[src/rtl/core/crsup_pkg.sv]
`default_nettype none

package crsup_pkg;

	localparam int IN_DATA_W  = 64;
	localparam int OUT_DATA_W = 16;
	localparam int CFG_IDX_W  = 3;
	localparam int CFG_DATA_W = 32;

	localparam logic [7:0] CNT_MAX              = 8'hFF;
	localparam logic [7:0] ESCALATE_MIN_ATTEMPTS = 8'd2;

	localparam logic FUNC_SETUP = 1'b0;
	localparam logic FUNC_TICK  = 1'b1;

	localparam logic [1:0] CTRL_STOPPED    = 2'd0;
	localparam logic [1:0] CTRL_RUNNING    = 2'd1;
	localparam logic [1:0] CTRL_BUS_OFF    = 2'd2;
	localparam logic [1:0] CTRL_RECOVERING = 2'd3;

	localparam logic [1:0] SOFT_NONE     = 2'd0;
	localparam logic [1:0] SOFT_RECOVER  = 2'd1;
	localparam logic [1:0] SOFT_RESTART  = 2'd2;

	localparam logic [CFG_IDX_W-1:0] REG_RECOVERY_DEBOUNCE = 3'd0;
	localparam logic [CFG_IDX_W-1:0] REG_HARD_DEBOUNCE     = 3'd1;
	localparam logic [CFG_IDX_W-1:0] REG_ATTEMPTS_THRESH   = 3'd2;
	localparam logic [CFG_IDX_W-1:0] REG_BUS_ERROR_THRESH  = 3'd3;
	localparam logic [CFG_IDX_W-1:0] REG_STARTUP_GRACE     = 3'd4;
	localparam logic [CFG_IDX_W-1:0] REG_IDLE_TIMEOUT      = 3'd5;

	// Fields listed from the highest bit down; now_ms sits in the lowest bits.
	typedef struct packed {
		logic [6:0]  pad;
		logic        frame_seen;
		logic [7:0]  rx_err_count;
		logic [7:0]  tx_err_count;
		logic [1:0]  ctrl_state;
		logic        status_ok;
		logic        alert_err_passive;
		logic        alert_bus_off;
		logic        alert_bus_error;
		logic        alert_bus_recovered;
		logic        alerts_ok;
		logic [31:0] now_ms;
	} in_item_t;

	typedef struct packed {
		logic [2:0] pad;
		logic       got_frames;
		logic [7:0] attempt_count;
		logic       idle_flag;
		logic       hard_reset;
		logic [1:0] soft_action;
	} out_item_t;

	typedef struct packed {
		logic [31:0] soft_holdoff_ms;
		logic [31:0] hard_holdoff_ms;
		logic [7:0]  attempts_threshold;
		logic [7:0]  err_run_limit;
		logic [31:0] grace_window_ms;
		logic [31:0] idle_timeout_ms;
	} cfg_t;

	function automatic logic [7:0] sat_inc(input logic [7:0] v);
		sat_inc = (v == CNT_MAX) ? v : v + 8'd1;
	endfunction

endpackage

`default_nettype wire

[src/rtl/core/crsup_cfg_regs.sv]
`default_nettype none

module crsup_cfg_regs (
	input  wire logic                              clk,
	input  wire logic                              arst_n,
	input  wire logic                              wr_en,
	input  wire logic [crsup_pkg::CFG_IDX_W-1:0]   wr_index,
	input  wire logic [crsup_pkg::CFG_DATA_W-1:0]  wr_data,
	output crsup_pkg::cfg_t                        cfg
);
	import crsup_pkg::*;

	cfg_t cfg_q;

	always_ff @(posedge clk or negedge arst_n) begin
		if (!arst_n) begin
			cfg_q.soft_holdoff_ms    <= 32'd1000;
			cfg_q.hard_holdoff_ms    <= 32'd10000;
			cfg_q.attempts_threshold <= 8'd5;
			cfg_q.err_run_limit      <= 8'd10;
			cfg_q.grace_window_ms    <= 32'd30000;
			cfg_q.idle_timeout_ms    <= 32'd10000;
		end else if (wr_en) begin
			case (wr_index)
				REG_RECOVERY_DEBOUNCE: cfg_q.soft_holdoff_ms    <= wr_data;
				REG_HARD_DEBOUNCE:     cfg_q.hard_holdoff_ms    <= wr_data;
				REG_ATTEMPTS_THRESH:   cfg_q.attempts_threshold <= wr_data[7:0];
				REG_BUS_ERROR_THRESH:  cfg_q.err_run_limit      <= wr_data[7:0];
				REG_STARTUP_GRACE:     cfg_q.grace_window_ms    <= wr_data;
				REG_IDLE_TIMEOUT:      cfg_q.idle_timeout_ms    <= wr_data;
				default: ;
			endcase
		end
	end

	assign cfg = cfg_q;

endmodule

`default_nettype wire

[src/rtl/core/crsup_core.sv]
`default_nettype none

module crsup_core #(
	parameter int TIME_BITS = 32
) (
	input  wire logic             clk,
	input  wire logic             arst_n,
	input  wire logic             advance,
	input  wire logic             func,
	input  crsup_pkg::in_item_t   item,
	input  crsup_pkg::cfg_t       cfg,
	output crsup_pkg::out_item_t  result
);
	import crsup_pkg::*;

	// Wide enough for both a time difference and a 32-bit duration register.
	localparam int CW = (TIME_BITS > 32) ? TIME_BITS : 32;

	logic [TIME_BITS-1:0] start_q, last_rec_q, last_hard_q, last_rx_q;
	logic [TIME_BITS-1:0] start_d, last_rec_d, last_hard_d, last_rx_d;
	logic [7:0]           att_q, run_q, att_d, run_d, run_inc, att_inc;
	logic                 idle_q, idle_d;

	logic [TIME_BITS-1:0] now_t;
	logic [TIME_BITS-1:0] since_start, since_rx, since_hard, since_rec;
	logic                 grace, go_idle, hard_ok, soft_ok, maxed;
	logic                 recover, from_run, early;
	logic [1:0]           soft_act;
	logic                 hard, got;

	assign now_t       = TIME_BITS'(item.now_ms);
	assign since_start = now_t - start_q;
	assign since_rx    = now_t - last_rx_q;
	assign since_hard  = now_t - last_hard_q;
	assign since_rec   = now_t - last_rec_q;

	assign grace   = CW'(since_start) < CW'(cfg.grace_window_ms);
	assign go_idle = !idle_q && !grace && (CW'(since_rx) > CW'(cfg.idle_timeout_ms));
	assign hard_ok = CW'(since_hard) > CW'(cfg.hard_holdoff_ms);
	assign soft_ok = CW'(since_rec) > CW'(cfg.soft_holdoff_ms);
	assign maxed   = item.status_ok && hard_ok &&
	                 (item.tx_err_count == CNT_MAX || item.rx_err_count == CNT_MAX);

	always_comb begin
		start_d     = start_q;
		last_rec_d  = last_rec_q;
		last_hard_d = last_hard_q;
		last_rx_d   = last_rx_q;
		att_d       = att_q;
		run_d       = run_q;
		idle_d      = idle_q;
		run_inc     = 8'd0;
		att_inc     = 8'd0;
		recover     = 1'b0;
		from_run    = 1'b0;
		early       = 1'b0;
		soft_act    = SOFT_NONE;
		hard        = 1'b0;
		got         = 1'b0;

		if (func == FUNC_SETUP) begin
			start_d     = now_t;
			last_hard_d = now_t;
			last_rx_d   = now_t;
		end else begin
			if (go_idle) begin
				idle_d = 1'b1;
				att_d  = 8'd0;
				run_d  = 8'd0;
			end

			if (item.alerts_ok) begin
				if (idle_d) begin
					if (item.alert_bus_recovered) begin
						idle_d = 1'b0;
						att_d  = 8'd0;
						run_d  = 8'd0;
					end
				end else if (!grace) begin
					if (maxed) begin
						// A saturated error counter goes straight to a hard reset.
						hard        = 1'b1;
						att_d       = 8'd0;
						last_hard_d = now_t;
						last_rec_d  = now_t;
						early       = 1'b1;
					end else begin
						if (item.alert_bus_recovered) begin
							att_d = 8'd0;
							run_d = 8'd0;
						end
						if (item.alert_bus_error) begin
							run_inc = sat_inc(run_d);
							if (run_inc >= cfg.err_run_limit && soft_ok) begin
								recover  = 1'b1;
								from_run = 1'b1;
								run_d    = 8'd0;
							end else begin
								run_d = run_inc;
							end
						end else begin
							run_d = 8'd0;
						end
						if (item.alert_bus_off) begin
							recover  = 1'b1;
							from_run = 1'b0;
							run_d    = 8'd0;
						end else if (item.alert_err_passive) begin
							if (soft_ok) begin
								recover  = 1'b1;
								from_run = 1'b0;
							end
							run_d = 8'd0;
						end
						if (recover && item.status_ok) begin
							if (from_run && att_d >= ESCALATE_MIN_ATTEMPTS && hard_ok) begin
								hard        = 1'b1;
								att_d       = 8'd0;
								last_hard_d = now_t;
								last_rec_d  = now_t;
								early       = 1'b1;
							end else begin
								case (item.ctrl_state)
									CTRL_BUS_OFF: soft_act = SOFT_RECOVER;
									CTRL_STOPPED: soft_act = SOFT_RESTART;
									default:      soft_act = SOFT_NONE;
								endcase
								att_inc    = sat_inc(att_d);
								att_d      = att_inc;
								last_rec_d = now_t;
								if (att_inc >= cfg.attempts_threshold && hard_ok) begin
									hard        = 1'b1;
									att_d       = 8'd0;
									last_hard_d = now_t;
								end
							end
						end
					end
				end
			end

			if (item.frame_seen && !early) begin
				got       = 1'b1;
				last_rx_d = now_t;
				if (idle_d) begin
					idle_d = 1'b0;
					att_d  = 8'd0;
					run_d  = 8'd0;
				end
			end
		end
	end

	always_ff @(posedge clk or negedge arst_n) begin
		if (!arst_n) begin
			start_q     <= '0;
			last_rec_q  <= '0;
			last_hard_q <= '0;
			last_rx_q   <= '0;
			att_q       <= 8'd0;
			run_q       <= 8'd0;
			idle_q      <= 1'b0;
		end else if (advance) begin
			start_q     <= start_d;
			last_rec_q  <= last_rec_d;
			last_hard_q <= last_hard_d;
			last_rx_q   <= last_rx_d;
			att_q       <= att_d;
			run_q       <= run_d;
			idle_q      <= idle_d;
		end
	end

	always_comb begin
		result               = '0;
		result.soft_action   = soft_act;
		result.hard_reset    = hard;
		result.idle_flag     = idle_d;
		result.attempt_count = att_d;
		result.got_frames    = got;
	end

endmodule

`default_nettype wire

[src/rtl/core/can_bus_error_recovery_supervisor_unit.sv]
// CAN bus error recovery supervisor. Each input beat is a setup event (tuser low) or a
// periodic tick (tuser high) and yields exactly one result beat. A beat is captured in
// an input register; the decision logic and the supervisor state update run on it once
// the output register can take a result, and the result lands in that output register.
// One beat per clock is sustained while m_tready stays high, set by the combinational
// decision path between the input and result registers; the output register lets a
// new beat enter while a result waits. The configuration port is always ready and its
// writes take effect on the next edge. Times are TIME_BITS wide and all differences
// wrap at that width.
`default_nettype none

module can_bus_error_recovery_supervisor_unit #(
	parameter int TIME_BITS = 32
) (
	input  wire logic                              clk,
	input  wire logic                              arst_n,
	input  wire logic                              s_tvalid,
	output logic                                   s_tready,
	// now_ms[31:0], alerts_ok, alert_bus_recovered, alert_bus_error, alert_bus_off,
	// alert_err_passive, status_ok, ctrl_state[1:0], tx_err_count[7:0],
	// rx_err_count[7:0], frame_seen, zero fill
	input  wire logic [crsup_pkg::IN_DATA_W-1:0]   s_tdata,
	// func
	input  wire logic                              s_tuser,
	output logic                                   m_tvalid,
	input  wire logic                              m_tready,
	// soft_action[1:0], hard_reset, idle_flag, attempt_count[7:0], got_frames, zero fill
	output logic [crsup_pkg::OUT_DATA_W-1:0]       m_tdata,
	input  wire logic                              cfg_valid,
	output logic                                   cfg_ready,
	input  wire logic [crsup_pkg::CFG_IDX_W-1:0]   cfg_index,
	input  wire logic [crsup_pkg::CFG_DATA_W-1:0]  cfg_data
);
	import crsup_pkg::*;

	in_item_t  item_s1;
	logic      func_s1;
	logic      valid_s1;
	out_item_t res_d;
	out_item_t res_q;
	logic      res_valid_q;
	logic      advance;
	cfg_t      cfg;

	assign advance   = valid_s1 && (!res_valid_q || m_tready);
	assign s_tready  = !valid_s1 || advance;
	assign cfg_ready = 1'b1;

	always_ff @(posedge clk or negedge arst_n) begin
		if (!arst_n) begin
			valid_s1    <= 1'b0;
			res_valid_q <= 1'b0;
		end else begin
			if (s_tready) begin
				valid_s1 <= s_tvalid;
			end
			if (advance) begin
				res_valid_q <= 1'b1;
			end else if (m_tready) begin
				res_valid_q <= 1'b0;
			end
		end
	end

	always_ff @(posedge clk) begin
		if (s_tvalid && s_tready) begin
			item_s1 <= in_item_t'(s_tdata);
			func_s1 <= s_tuser;
		end
		if (advance) begin
			res_q <= res_d;
		end
	end

	crsup_cfg_regs u_cfg_regs (
		.clk      (clk),
		.arst_n   (arst_n),
		.wr_en    (cfg_valid && cfg_ready),
		.wr_index (cfg_index),
		.wr_data  (cfg_data),
		.cfg      (cfg)
	);

	crsup_core #(
		.TIME_BITS (TIME_BITS)
	) u_core (
		.clk     (clk),
		.arst_n  (arst_n),
		.advance (advance),
		.func    (func_s1),
		.item    (item_s1),
		.cfg     (cfg),
		.result  (res_d)
	);

	assign m_tvalid = res_valid_q;
	assign m_tdata  = res_q;

endmodule

`default_nettype wire

[config.mk]
export PLATFORM = sky130hd
export DESIGN_NAME = can_bus_error_recovery_supervisor_unit
export DESIGN_NICKNAME = d
export VERILOG_FILES = /design/src/rtl/core/crsup_pkg.sv /design/src/rtl/core/crsup_cfg_regs.sv /design/src/rtl/core/crsup_core.sv /design/src/rtl/core/can_bus_error_recovery_supervisor_unit.sv
export SDC_FILE = /design/constraint.sdc
export NUM_CORES = 1
export LEC_CHECK = 0
export BUFFER_PORTS_ARGS = -buffer_cell sky130_fd_sc_hd__buf_4
export CAP_MARGIN = 10
export CORE_MARGIN = 5
export CORE_UTILIZATION = 68
export DETAILED_ROUTE_END_ITERATION = 10
export PLACE_DENSITY = 0.87
export SLEW_MARGIN = 10
export SYNTH_ARGS = -nofsm -noshare
export SYNTH_HDL_FRONTEND = slang
export SYNTH_SLANG_ARGS = --single-unit
[constraint.sdc]
create_clock -name clk -period 19.6 [get_ports clk]
set_clock_uncertainty 0.2 [all_clocks]
set_input_delay 1.96 -clock clk [delete_from_list [all_inputs] [get_ports clk]]
set_output_delay 1.96 -clock clk [all_outputs]
set_load 0.02 [all_outputs]
# ---- Word-level counts from Yosys, hierarchy flattened
# Index checks and enable logic that the tools add are counted.
# Widths: inputs -> output; s select.
dict set report word_totals {
  reg_bits 362
  output_inout_bits 19
  in_bits 105
  wordCells 192
}
dict set report op_classes {
  n_lt_le_gt_ge 7
  n_eq_ne 16
  bitwise_logic 5
  reduce_logical 37
  add_sub_neg 6
  n_mux 89
}
# op n
set ops {}
lappend ops {{$mux 32} 12}
lappend ops {{$mux 8} 36}
lappend ops {{$sub 32x32->32} 4}
lappend ops {{$gt 32x32->1} 3}
lappend ops {{$mux 1} 40}
lappend ops {{$eq 8x8->1 const B} 4}
lappend ops {{$lt 32x32->1} 1}
lappend ops {{$reduce_and 2->1} 9}
lappend ops {{$add 8x1->8 const B} 2}
lappend ops {{$ge 8x8->1} 2}
lappend ops {{$logic_and 1x1->1} 12}
lappend ops {{$reduce_and 6->1} 2}
lappend ops {{$ge 8x2->1 const B} 1}
lappend ops {{$reduce_or 7->1} 1}
lappend ops {{$eq 3x2->1 const B} 2}
lappend ops {{$eq 3x3->1 const B} 2}
lappend ops {{$ne 2x2->1 const B} 3}
lappend ops {{$logic_not 1->1} 5}
lappend ops {{$not 1->1} 5}
lappend ops {{$ne 4x1->1 const B} 1}
lappend ops {{$pmux 2 s2} 1}
lappend ops {{$reduce_bool 2->1} 2}
lappend ops {{$reduce_or 4->1} 1}
lappend ops {{$eq 3x1->1 const B} 1}
lappend ops {{other kinds (6)} 8}

# ---- Logic depth before layout (Yosys ltp)
# Gate-level depths: netlist (run 1).
dict set report logic_depth {
  ltp_word 39
  depth_mapped 46
  mapped_depth_nobuf 43
}

# ---- Hierarchy
# Synthesis (run 1) repeated with hierarchy kept, for this count alone.
dict set report unflattened {
  cells_unflattened 2414
  area_unflattened_um2 24532.3
}
# module seq_area_each_um2 n_inst cells_each area_per_inst_um2
set modules_own_cells {}
lappend modules_own_cells {crsup_core 3628.5 1 2013 16512.1}
lappend modules_own_cells {crsup_cfg_regs 3637.2 1 310 5472.7}
lappend modules_own_cells {can_bus_error_recovery_supervisor_unit 2482.4 1 91 2547.4}

# ---- Worst setup path after synthesis (run 1)
# Ideal clock, no wire load.
dict set report synth_path {
  path_type {register to register}
  startpoint {reg item_s1[0] (netlist bit)}
  endpoint {reg u_core.last_rx_q[21]}
  n_path_buf 2
  arrival_ns 8.850
  setup_slack_ns 10.423
  synth_period_minus_slack_ns 9.177
  stages_incl_launch_ff 44
  setup_time_ns 0.128
  required_time_ns 19.272
  cell_sequence {edfxtp_1 inv_1 ha_1 inv_1 fa_1 a21o_1 a21oi_1 o21bai_1 a21oi_1 o31ai_1 a31oi_1 o21ai_0 a21o_1 a311o_1 a21oi_1 xnor2_1 ha_1 a2111oi_0 (+8 left out) ha_1 nand2_1 nor2_1 nand4_1 nor2_1 mux2_2 ha_1 a21o_1 a21oi_1 o21ai_1 a211oi_1 o31ai_1 a21o_1 o211a_1 a31o_2 a21oi_4 buf_4 mux2_1}
}
dict set report synth_via {
  elab_chain_cells 39
  elab_cells_between_ends 67
  classes_between {add/sub (5); order compare (6); eq/ne (2); mux (42); reduce/logical (12)}
}
# item line_no
set synth_lines {}
lappend synth_lines {{start: declaration} can_bus_error_recovery_supervisor_unit.sv:36} ;# in_item_t item_s1;
lappend synth_lines {{start signal: assignment} can_bus_error_recovery_supervisor_unit.sv:67} ;# item_s1 <= in_item_t'(s_tdata);
lappend synth_lines {{$sub 32x32->32} crsup_core.sv:32} ;# assign since_start = now_t - start_q;
lappend synth_lines {{$lt 32x32->1} crsup_core.sv:37} ;# assign grace = CW'(since_start) < CW'(cfg.grace_window_ms);
lappend synth_lines {{$logic_not 1->1} crsup_core.sv:38} ;# assign go_idle = !idle_q && !grace && (CW'(since_rx) > CW'(cfg.idle_timeout_ms));
lappend synth_lines {{$logic_and 1x1->1 (2 in a row)} crsup_core.sv:38}
lappend synth_lines {{$mux 8} crsup_core.sv:66} ;# if (go_idle) begin
lappend synth_lines {{$mux 8} crsup_core.sv:88} ;# if (item.alert_bus_recovered) begin
lappend synth_lines {{$mux 8} crsup_core.sv:80} ;# if (maxed) begin
lappend synth_lines {{$mux 8} crsup_core.sv:79} ;# end else if (!grace) begin
lappend synth_lines {{(+22 left out)} --}
lappend synth_lines {{$mux 1} crsup_core.sv:79}
lappend synth_lines {{$mux 1 (*)} crsup_core.sv:73} ;# if (idle_d) begin
lappend synth_lines {{$mux 1 (*)} crsup_core.sv:72} ;# if (item.alerts_ok) begin
lappend synth_lines {{$mux 1 (*)} crsup_core.sv:61} ;# if (func == FUNC_SETUP) begin
lappend synth_lines {{$logic_not 1->1 (*)} crsup_core.sv:142} ;# if (item.frame_seen && !early) begin
lappend synth_lines {{$logic_and 1x1->1 (*)} crsup_core.sv:142}
lappend synth_lines {{$ne 2x1->1 (no source line) (*)} --}
lappend synth_lines {{$reduce_and 2->1 (no source line) (*)} --}
lappend synth_lines {{end signal: assignment} crsup_core.sv:167} ;# last_rx_q <= last_rx_d;
lappend synth_lines {{end: declaration} crsup_core.sv:19} ;# logic [TIME_BITS-1:0] start_q, last_rec_q, last_hard_q, last_rx_q;
# Mark *: on every way between the ends. The rest lies on a longest branch, timed or not. The select of a mux whose other input is x is not followed.
# A chain may end at the register's enable or synchronous reset.

# ---- Final worst setup path (run 1)
dict set report layout_path {
  startpoint {reg item_s1[0] (netlist bit)}
  endpoint {reg u_core.last_hard_q[23]}
}
dict set report layout_via {
  elab_chain_cells 35
  elab_cells_between_ends 73
  classes_between {add/sub (6); order compare (7); eq/ne (6); mux (43); reduce/logical (11)}
}
# item line_no
set layout_lines {}
lappend layout_lines {{$sub 32x32->32} crsup_core.sv:32}
lappend layout_lines {{$lt 32x32->1} crsup_core.sv:37}
lappend layout_lines {{$logic_not 1->1} crsup_core.sv:38}
lappend layout_lines {{$logic_and 1x1->1 (2 in a row)} crsup_core.sv:38}
lappend layout_lines {{$mux 8} crsup_core.sv:66}
lappend layout_lines {{$mux 8} crsup_core.sv:88}
lappend layout_lines {{$mux 8} crsup_core.sv:80}
lappend layout_lines {{$mux 8} crsup_core.sv:79}
lappend layout_lines {{(+17 left out)} --}
lappend layout_lines {{$logic_and 1x1->1 (2 in a row)} crsup_core.sv:116} ;# if (from_run && att_d >= ESCALATE_MIN_ATTEMPTS && hard_ok) begin
lappend layout_lines {{$mux 32} crsup_core.sv:116}
lappend layout_lines {{$mux 32} crsup_core.sv:115} ;# if (recover && item.status_ok) begin
lappend layout_lines {{$mux 32} crsup_core.sv:80}
lappend layout_lines {{$mux 32} crsup_core.sv:79}
lappend layout_lines {{$mux 32} crsup_core.sv:73}
lappend layout_lines {{$mux 32} crsup_core.sv:72}
lappend layout_lines {{$mux 32} crsup_core.sv:61}
lappend layout_lines {{end signal: assignment} crsup_core.sv:166} ;# last_hard_q <= last_hard_d;
lappend layout_lines {{end: declaration} crsup_core.sv:19}
# Parallel ways exist; a longest one is shown, timed or not. The select of a mux whose other input is x is not followed.

==> impl_results.md, run 1 <==
* Synth unique cells at 84
* Crit start category: register
* First DRT Iteration DRCs at approximately 1,800
* Hold path depth at 1
* Initial antenna violation count at 0
* Arrival @ worst endpoint at 12,040 ps
* Die height at between 150 and 200 um
* Post-synth EDFFs at between 70 and 80
* Area grow syn2layout at 10.8%
* CP Capture Type: register
* Gr usage total at 0.326
* Post CTS Setup Buffer Count at 0
* Critical path type: reg -> reg
* Synth Area in Simple Gates at 0.118
* Die width at between 150 and 200 um
* First-pass GRT wire length at about 100,000 um
* Number of global-route vias before repair at 20,500
* Largest cells by area after synthesis: dfrtp_1 (27%), ha_1 (14%), edfxtp_1 (8.7%), inv_1 (4.8%), o21ai_0 (4.1%)
* Root buffer cell: clkbuf_16
* Hold Buf Count CTS at 0
* PortBufs at 112
* Max Buffers Root-to-Sink at 3
* Mapped Avg Cell Area at about 9.4 um^2
* Nets at 3,085
* Most used DFF post-synth: dfrtp_1
* Top post-synthesis cells by count: inv_1 (315), ha_1 (270), dfrtp_1 (264), nand2_1 (246), o21ai_0 (198)
* Final hold slack at ~290 ps
* Core region area at approximately 35,000 um^2
* #FFs+latches synth at 362
* Number of fill cells in the layout at roughly 2,400
* Num rows at between 60 and 70
* CP Max Fanout at 65
* Layout cells sized above 1 at 0.124
* Post-Synth Adder-Cell Area at 0.142
* Reg2reg path depth at between 40 and 50
* Hold Path Class: reg -> reg
* Via density at approximately 6.3
* Starting Density at 0.689
* Final core utilization at 0.763
* DP HPWL at about 47,000 um
* CTS tree: done
* Setup Total Neg Slack at 0 ps
* Status: finished, final reports clean
* Syn. warnings at 0
* Share of the synthesized area in the top cell type at 0.270
* Vias post-DR at approximately 20,000
* Final setup viols at 0
* Cts bufs inserted at around 40
* Worst vdd ir at around 0.00011 V
* Fin crit share at 0.602
* Critical Path Most Common Cell: a21oi_1
* Avg WL per Cell at ~20 um
* Drt first pass iters at 6
* Data required time of the critical path at slightly below 20,000 ps
* Slowest CP cell: o311ai_0
* Pins Over Slew Limit at 0
* PostCTS Resize Cnt at 0
* Leak at between 10 and 15 nW
* Yosys top cell by area: dfrtp_1
* RD Place Congestion at approximately 1
* Cell count after synthesis at between 2,000 and 3,000
* Post-Route WL at around 64,000 um
* Largest family of logic cells by synthesized area: compound AO/OA/AOI/OAI gates
* DIE AREA at between 30,000 and 40,000 um^2
* Worst slew pin tran at between 1000 and 1500 ps
* Slew headroom at 0.210
* Post-synthesis mux area share at 0.0525
* CP max stage delay at 1000 ps
* Total grt overflow at 0
* Post-Synth XOR/XNOR Area at 0.0452
* Post-Syn Area at about 24,000 um^2
* Drt drc at 0
* Ant. Diodes at 0
* Final ANT Viol Nets at 0
* Post-synthesis sequential area ratio at 0.387
* Final worst path period need at 11,800 ps
* Hold Vio Cnt, Final at 0
* H-tree levels at 2
* Clock sink count at 362
* PD cells at 126 nW/um^2
* Maximum clock frequency at 0.0848 GHz
* Largest net degree at the start of global routing at roughly 120
* Io pins at 124
* Reg clk slew, reported paths at approximately 60 ps
* Post-synth ARST share at 0.804
* Pre-CTS setup slack at about 8200 ps
* Worst skew pair latency at 580 ps
* Max Cap Viol at 0
* Compound-Gate Fraction of Synth Area at 0.193
* Most numerous cell in the Yosys netlist: inv_1
* Fin worst setup slack at approximately 7800 ps
* RSZ-0062 raised after global routing: false
report_power, final:
part	total [mW]	internal (mW)	switching, mW
registers	1.01	0.925	0.0824
logic	1.62	0.687	0.932
clock network	0.793	0.473	0.320
total	3.42	2.08	1.33
per-layer routing:
layer  track usage  wire, um
met3        0.0568      4960
met2         0.540     30300
met5             0         0
met1         0.422     26200
met4         0.145      2960
critical path, delay by kind of cell, from the launching register on:
| family | cells | cell delay [ps] |
|---|---|---|
| AND/OR/NAND/NOR | 11 | 1590 |
| AO/OA/AOI/OAI | 21 | 6270 |
| flip-flops | 1 | 450 |
| buffers and inverters | 4 | 1270 |
| XOR/XNOR | 2 | 290 |
| adder cells (fa/ha/maj) | 5 | 1540 |
through the flow:
step / power [mW] / std cells / area (um^2)
after floorplan: 2.17 / 2612 / 24400
after global placement: 2.51 / 3124 / 25700
after detailed placement: 2.59 / 3124 / 25700
after CTS: 3.41 / 3199 / 27100
after global routing: 3.66 / 3199 / 27100
final: 3.42 / 3199 / 27100
final cells by class:
class	instances	area, um^2	area share
flip-flops and latches	362	9450	0.349
clock inverters	14	163	0.00601
repair buffers	133	1010	0.0371
multi-input cells	1852	13500	0.498
clock buffers	61	1220	0.0452
well taps	461	577	0.0213
inverters	316	1190	0.0438
cells in the final DEF, fill, tap and decap left out, types with 8 or more instances in the layout:
| cell type | count |
|---|---|
| inv_1 | 315 |
| ha_1 | 270 |
| dfrtp_1 | 264 |
| nand2_1 | 246 |
| o21ai_0 | 198 |
| a21oi_1 | 138 |
| nor2_1 | 132 |
| buf_4 | 132 |
| xnor2_1 | 95 |
| a21o_1 | 91 |
| mux2_2 | 83 |
| edfxtp_1 | 71 |
| nand3_1 | 70 |
| clkbuf_16 | 43 |
| a311o_1 | 34 |
| o221ai_1 | 34 |
| nand4_1 | 32 |
| xor2_1 | 31 |
| mux2_1 | 30 |
| o21bai_1 | 28 |
| o21a_1 | 27 |
| nor3_1 | 27 |
| dfstp_2 | 27 |
| nand2b_1 | 26 |
| a211oi_1 | 22 |
| nor2b_1 | 21 |
| and3_1 | 19 |
| a31oi_1 | 18 |
| and2_1 | 14 |
| o31ai_1 | 12 |
| o211ai_1 | 10 |
| clkbuf_1 | 10 |
| a31o_2 | 9 |
| a22o_1 | 8 |
| clkbuf_8 | 8 |
logic make-up (layout without fill, tap and decap cells):
| logic type | Yosys count | in the layout |
|---|---|---|
| buffers and inverters | 398 | 524 |
| and+or+nand+nor | 626 | 626 |
| DFF | 362 | 362 |
| adders and majority gates | 274 | 274 |
| muxes | 114 | 114 |
| other | 2 | 4 |
| AOI/OAI and AO/OA | 708 | 708 |
| xor gates and xnor gates | 126 | 126 |
sequential cells by signal, summed over array words and instances (netlist names):
signal              flops
valid_s1                1
u_core.att_q            8
func_s1                 1
u_core.last_hard_q     32
u_core.start_q         32
item_s1                57
u_cfg_regs.cfg        144
m_tvalid                1
u_core.last_rx_q       32
m_tdata                13
u_core.last_rec_q      32
u_core.run_q            8
u_core.idle_q           1
worst paths after layout:
kind	start	end	slack, ps
max in group asynchronous	arst_n	u_core.last_rec_q[28]$_DFFE_PN0P_	15660
min in group asynchronous	arst_n	u_cfg_regs.cfg[32]$_DFFE_PN0P_	1240
worst max register to register	item_s1[0]$_DFFE_PP_	u_core.last_hard_q[23]$_DFFE_PN0P_	7800
worst max-delay path	item_s1[0]$_DFFE_PP_	u_core.last_hard_q[23]$_DFFE_PN0P_	7800
worst min register to register	u_core.last_rx_q[29]$_DFFE_PN0P_	u_core.last_rx_q[29]$_DFFE_PN0P_	290
worst min-delay path	u_core.last_rx_q[29]$_DFFE_PN0P_	u_core.last_rx_q[29]$_DFFE_PN0P_	290
Power figures use the tool's default switching activity.
==> run 2, diff against run 1 <==
--- a/config.mk
+++ b/config.mk
@@ -5,12 +5,13 @@
 export SDC_FILE = /design/constraint.sdc
 export NUM_CORES = 1
 export LEC_CHECK = 0
+export ABC_AREA = 1
 export BUFFER_PORTS_ARGS = -buffer_cell sky130_fd_sc_hd__buf_4
 export CAP_MARGIN = 10
 export CORE_MARGIN = 5
-export CORE_UTILIZATION = 68
+export CORE_UTILIZATION = 63
 export DETAILED_ROUTE_END_ITERATION = 10
-export PLACE_DENSITY = 0.87
+export PLACE_DENSITY = 0.82
 export SLEW_MARGIN = 10
 export SYNTH_ARGS = -nofsm -noshare
 export SYNTH_HDL_FRONTEND = slang
==> constraint.sdc (replaced) <==
create_clock -name clk -period 11.5 [get_ports clk]
set_clock_uncertainty 0.2 [all_clocks]
set_input_delay 1.15 -clock clk [delete_from_list [all_inputs] [get_ports clk]]
set_output_delay 1.15 -clock clk [all_outputs]
set_load 0.02 [all_outputs]
==> impl_results.md, run 2 <==
* Status: finished, final reports clean
* First DRT Iteration DRCs at 1,620 (-9.2%)
* Root buffer cell: clkbuf_16
* PortBufs at 112 (unchanged)
* Fin crit share at 0.875 (+0.273)
* First-pass GRT wire length at 103,000 um (-0.45%)
* H-tree levels at 2 (unchanged)
* Gr usage total at 0.306 (-0.0195)
* Syn. warnings at 0 (unchanged)
* Post-route cell area at 26,600 um^2 (-1.6%)
* Leak at 13.3 nW (+5.6%)
* Worst vdd ir at 0.000194 V (+79%)
* Mapped Avg Cell Area at 8.01 um^2 (-14%)
* Via density at 5.63 (-11%)
* Drt drc at 0 (unchanged)
* Area grow syn2layout at 10.7%
* Data required time of the critical path at 11,800 ps (-8040 ps)
* Final core utilization at 0.707 (-0.0560)
* Final setup viols at 0 (unchanged)
* Final ANT Viol Nets at 0 (unchanged)
* Placed cell areas at 25,300 um^2 (-1.6%)
* Maximum clock frequency at 0.0994 GHz (+17%)
* Critical path buffer and inverter count at 8 (+4)
* CP max stage delay at 820 ps (-180 ps)
* Die width at 205 um (+3.0%)
* DIE AREA at 42,200 um^2 (+6.0%)
* CP Capture Type: register
* Cts bufs inserted at 40 (-2.4%)
* Top post-synthesis cells by count: nand2_1 (690), inv_1 (479), o21ai_0 (326), ha_1 (270), dfrtp_1 (264)
* Layout cells sized above 1 at 0.0798 (-0.0444)
* Most frequent cells in the layout: nand2_1 (685), inv_1 (478), o21ai_0 (326), ha_1 (270), dfrtp_1 (264)
* Drt first pass iters at 5 (-1)
* Share of the synthesized area in the top cell type at 0.274 (+0.00407)
* Pins Over Slew Limit at 0 (unchanged)
* Max Cap Viol at 0 (unchanged)
* Post-synthesis sequential area ratio at 0.392 (+0.00583)
* Yosys top cell by area: dfrtp_1
* CP Max Fanout at 47 (-28%)
* Commonest non-fill, non-tap cell in the layout: nand2_1
* Post CTS Setup Buffer Count at 0 (unchanged)
* Largest cells by area after synthesis: dfrtp_1 (27%), ha_1 (14%), nand2_1 (11%), edfxtp_1 (8.9%), inv_1 (7.5%)
* Io pins at 124 (unchanged)
* Setup Total Neg Slack at 0 ps (unchanged)
* Nets at 3,479 (+13%)
* Starting Density at 0.639 (-0.0496)
* Post-Route WL at 64,100 um (-0.49%)
* Hold Vio Cnt, Final at 0 (unchanged)
* PD cells at 248 nW/um^2 (+97%)
* Worst slew pin tran at 1090 ps (-81.3 ps)
* Vias post-DR at 20,500 (+1.6%)
* Avg WL per Cell at 17.6 um (-13%)
* Most numerous cell in the Yosys netlist: nand2_1
* Number of flip-flops under the largest register name at 144 (unchanged)
* RSZ-0062 raised after global routing: false
* Initial antenna violation count at 0 (unchanged)
* RD Place Congestion at 0.914 (-8.2%)
* Final worst path period need at 10,060 ps (-1730 ps)
* Hold Path Class: reg -> reg
* Slowest CP cell: o21ai_4
* #FFs+latches synth at 362 (unchanged)
* DP HPWL at 49,100 um (+4.1%)
* Worst skew pair latency at 580 ps (about the same)
* Hold Buf Count CTS at 0 (unchanged)
* Crit start category: register
* Max Buffers Root-to-Sink at 3 (unchanged)
* Largest net degree at the start of global routing at 91 (-22%)
* Die height at 205 um (+3.0%)
* Clock sink count at 362 (unchanged)
* Arrival @ worst endpoint at 10,360 ps (-1680 ps)
* Most used DFF post-synth: dfrtp_1
* PostCTS Resize Cnt at 0 (unchanged)
* Post-synth EDFFs at 71 (unchanged)
* Num rows at 71 (+2.9%)
* CTS tree: done
* Critical path type: reg -> reg
* Ant. Diodes at 0 (unchanged)
* Core region area at 37,700 um^2 (+6.2%)
* Post-Syn Area at 24,100 um^2 (-1.5%)
* Post-synth ARST share at 0.804 (unchanged)
* Synth unique cells at 57 (-32%)
* Number of global-route vias before repair at 20,200 (-1.5%)
* Largest delay contributor family on the critical path: simple AND/OR/NAND/NOR gates
* Critical Path Most Common Cell: nand2_1
* Slew headroom at 0.274 (+0.0641)
* Cell count after synthesis at 3,007 (+15%)
* Total grt overflow at 0 (unchanged)
* Reg clk slew, reported paths at 60 ps (about the same)
## run 2: changes by cell type after synthesis, sizes merged, moves of 30 or more
cell and delta:
nand2 +447, o21ai +181, a21oi +99, a311o -34, xor2 +53, a21o -89
nor2 -30, xnor2 -53, mux2 -113, inv +166
## run 2: worst paths after layout
kind                       slack (ps)                      startpoint                                 to  cells after the start
max in group asynchronous        9160                          arst_n     u_cfg_regs.cfg[38]$_DFFE_PN0P_                      2
max                              1440            item_s1[0]$_DFFE_PP_  u_core.last_hard_q[0]$_DFFE_PN0P_                     52
min in group asynchronous         380                          arst_n     u_cfg_regs.cfg[32]$_DFFE_PN0P_                      1
max reg2reg                      1440            item_s1[0]$_DFFE_PP_  u_core.last_hard_q[0]$_DFFE_PN0P_                     52
min                               290  u_cfg_regs.cfg[91]$_DFFE_PN0P_     u_cfg_regs.cfg[91]$_DFFE_PN0P_                      2
min reg2reg                       290  u_cfg_regs.cfg[91]$_DFFE_PN0P_     u_cfg_regs.cfg[91]$_DFFE_PN0P_                      2
## run 2: worst reg2reg max path: cells and delay by family, from the launching register on
family	cells	cell delay (ps)
simple gates	25	3850
fa+ha+maj	5	1280
compound gates	13	2950
buf+inv	8	1040
flops	1	360
xor+xnor	1	270
## run 2: layout make-up
class	instances	area, um^2
multi-input cells	2089	12500
well taps	511	639
flip-flops and latches	362	9450
repair buffers	123	931
inverters	484	1820
fillers	3050	11000
clock inverters	18	203
clock buffers	56	1140
## run 2: cells by family (layout without fill, tap and decap cells)
kind of cell / after synthesis / count (layout) / synth area share
xor gates and xnor gates: 126 / 126 / 0.0458
buffers and inverters: 558 / 681 / 0.0910
AOI/OAI and AO/OA: 717 / 717 / 0.161
DFF: 362 / 362 / 0.392
and+or+nand+nor: 968 / 968 / 0.166
other: 2 / 4 / 0.000312
adders and majority gates: 274 / 274 / 0.144
## run 2: per-layer routing
metal | GRT usage | share of wire | vias up
met1 | 0.383 | 0.41 | 9598
li1 | - | - | 10100
met5 | 0 | 0 | -
met2 | 0.535 | 0.49 | 633
met4 | 0.142 | 0.051 | 0
met3 | 0.0334 | 0.048 | 186
## run 2: where the power goes
group	switching (mW)	leakage [nW]	total [mW]	internal, mW
combinational	2.16	8.36	3.47	1.30
sequential	0.187	4.30	1.81	1.62
clock	0.549	0.668	1.34	0.787
total	2.90	13.3	6.61	3.72
## run 2: stage by stage
| stage | setup slack [ps] | std cells | hold WS, ps | power [mW] |
|---|---|---|---|---|
| floorplan | 4310 | 3009 | 253 | 4.39 |
| global placement | 1790 | 3569 | 267 | 5.09 |
| detailed placement | 1600 | 3569 | 274 | 5.23 |
| CTS | 1550 | 3643 | 288 | 6.60 |
| global route | 449 | 3643 | 302 | 7.21 |
| finish | 1440 | 3643 | 285 | 6.61 |
==> run 3, diff against run 2 <==
==> constraint.sdc (replaced) <==
create_clock -name clk -period 11.5 [get_ports clk]
set_clock_uncertainty 0.2 [all_clocks]
set_input_delay 0.575 -clock clk [delete_from_list [all_inputs] [get_ports clk]]
set_output_delay 0.575 -clock clk [all_outputs]
set_load 0.02 [all_outputs]
==> impl_results.md, run 3 (synthesis results as in run 2) <==
* Nets at 3,536 (+1.6%)
* Number of global-route vias before repair at 21,000 (+3.6%)
* CTS tree: done
* Commonest non-fill, non-tap cell in the layout: nand2_1
* Maximum clock frequency at 0.0984 GHz (-0.99%)
* Crit start category: register
* Via density at 5.64 (+0.10%)
* Pins Over Slew Limit at 0 (unchanged)
* Slew headroom at 0.255 (-0.0192)
* Drt drc at 0 (unchanged)
* Hold Vio Cnt, Final at 0 (unchanged)
* Fin crit share at 0.884 (+0.00874)
* Hold endpoint: valid_s1$_DFFE_PN0N_
* Number of flip-flops under the largest register name at 144 (unchanged)
* Slowest CP cell: o21ai_4
* H-tree levels at 2 (unchanged)
* PD cells at 246 nW/um^2 (-0.79%)
* First-pass GRT wire length at 105,000 um (+1.2%)
* Total grt overflow at 0 (unchanged)
* RD Place Congestion at 0.967 (+5.8%)
* Critical R2R Capture: u_core.last_hard_q[31]$_DFFE_PN0P_
* Layout cells sized above 1 at 0.0769 (-0.00297)
* Max Cap Viol at 0 (unchanged)
* Avg WL per Cell at 17.7 um (+0.49%)
* Critical path buffer and inverter count at 7 (-1)
* Worst R2R Setup Slack at 1340 ps (-100 ps)
* Hold path depth at 3 (+1)
* Starting Density at 0.639 (unchanged)
* HP Start: s_tvalid
* Vias post-DR at 20,900 (+1.7%)
* Drt first pass iters at 6 (+1)
* Reg-to-reg startpoint: item_s1[0]$_DFFE_PP_
* Status: finished, final reports clean
* Post-Route WL at 65,500 um (+2.1%)
* Die width at 205 um (unchanged)
* DIE AREA at 42,200 um^2 (unchanged)
* Hold Path Class: in -> reg
* PortBufs at 112 (unchanged)
* DP HPWL at 49,100 um (about the same)
* Gr usage total at 0.309 (+0.00285)
* Final setup viols at 0 (unchanged)
* Critical path type: reg -> reg
* RSZ-0062 raised after global routing: false
* Fin worst setup slack at 1340 ps (-100 ps)
* Worst skew pair latency at 570 ps (about the same)
* Final ANT Viol Nets at 0 (unchanged)
* Root buffer cell: clkbuf_16
* Leak at 13.5 nW (+1.6%)
* Power Total at 6.70 mW (+1.4%)
* Arrival @ worst endpoint at 10,460 ps (+100 ps)
* Clock sink count at 362 (unchanged)
* Largest net degree at the start of global routing at 132 (+45%)
* Reg2reg path depth at 51 (-1.9%)
* Cts bufs inserted at 41 (+2.5%)
* Setup Total Neg Slack at 0 ps (unchanged)
* Worst vdd ir at 0.000159 V (-18%)
* Initial antenna violation count at 1 (+1)
* Io pins at 124 (unchanged)
* Die height at 205 um (unchanged)
* CP Capture Type: register
* Reg clk slew, reported paths at 60 ps (about the same)
* Area grow syn2layout at 13.1%
* Core region area at 37,700 um^2 (unchanged)
* Pre-CTS setup slack at 1580 ps (-27.8 ps)
* Final worst path period need at 10,160 ps (+100 ps)
* Data required time of the critical path at 11,790 ps (about the same)
* Worst slew pin tran at 1120 ps (+28.8 ps)
* Most frequent cells in the layout: nand2_1 (685), inv_1 (478), o21ai_0 (326), ha_1 (270), dfrtp_1 (264)
* CP Max Fanout at 40 (-15%)
* Max Buffers Root-to-Sink at 3 (unchanged)
* CP max stage delay at 770 ps (-50 ps)
* Largest delay contributor family on the critical path: simple AND/OR/NAND/NOR gates
* Num rows at 71 (unchanged)
* First DRT Iteration DRCs at 1,596 (-1.5%)
* Critical Path Most Common Cell: nand2_1
==> run 3: cell types whose count changed in the layout (fill, tap and decap cells not counted), sizes merged <==
cell,previous run,this run
clkinvlp,0,3
diode,0,1
bufinv,4,5
buf,123,120
clkbuf,56,55
inv,482,484
clkinv,16,11
dlygate4sd3,0,59
==> run 3: stage by stage <==
stage	util	cell area, um^2	std cells	hold slack [ps]
after floorplan	-	24100	3009	79.4
after global placement	0.671	25300	3566	265
after detailed placement	0.671	25300	3566	273
after CTS	0.723	27200	3699	18.5
after global routing	0.723	27200	3700	76.1
final	0.723	27200	3700	97.2
==> run 3: final cells by class <==
cell class	instances	area, um^2
Multi-Input combinational cell	2089	12500
Fill cell	2926	10400
Sequential cell	362	9450
Inverter	484	1820
Timing Repair Buffer	179	1500
Clock buffer	55	1120
Tap cell	511	639
Clock inverter	19	234
Antenna cell	1	2.50
==> run 3: report_power, final <==
| part | switching, mW | internal, mW |
|---|---|---|
| Clock | 0.549 | 0.797 |
| Sequential | 0.187 | 1.63 |
| Combinational | 2.22 | 1.32 |
| Total | 2.96 | 3.74 |
==> run 3: worst max path at each step <==
stage,startpoint,endpoint,slack [ps],cells past startpoint
after floorplan,item_s1[0]$_DFFE_PP_,m_tdata[11]$_DFFE_PP_,4310,52
after global placement,item_s1[0]$_DFFE_PP_,u_core.last_hard_q[31]$_DFFE_PN0P_,1850,51
after detailed placement,item_s1[0]$_DFFE_PP_,u_core.last_hard_q[31]$_DFFE_PN0P_,1580,51
after CTS,item_s1[0]$_DFFE_PP_,u_core.last_hard_q[25]$_DFFE_PN0P_,1460,51
after global routing,item_s1[0]$_DFFE_PP_,u_core.last_hard_q[31]$_DFFE_PN0P_,490,51
final,item_s1[0]$_DFFE_PP_,u_core.last_hard_q[31]$_DFFE_PN0P_,1340,51
==> run 3: worst reg2reg max path: cells and delay by family (launching register included) <==
kind | cells | cell delay [ps]
flops | 1 | 360
compound gates | 13 | 2930
xor+xnor | 1 | 260
simple gates | 25 | 3870
buf+inv | 7 | 1120
fa+ha+maj | 5 | 1360
==> run 3: timing repair <==
item / CTS / global route
buffers inserted: 0 / 0
hold buffers: 59 / 0
gates resized for setup: 0 / 0
hold endpoints to repair: 164 / 0
==> run 3: layer usage <==
layer  global-route usage  wire length (um)  vias up
met5                    0                 0        -
met4                0.149              3500        0
met3               0.0441              3190      170
met2                0.538             32000      624
met1                0.379             26800     9853
li1                     -                 -    10200
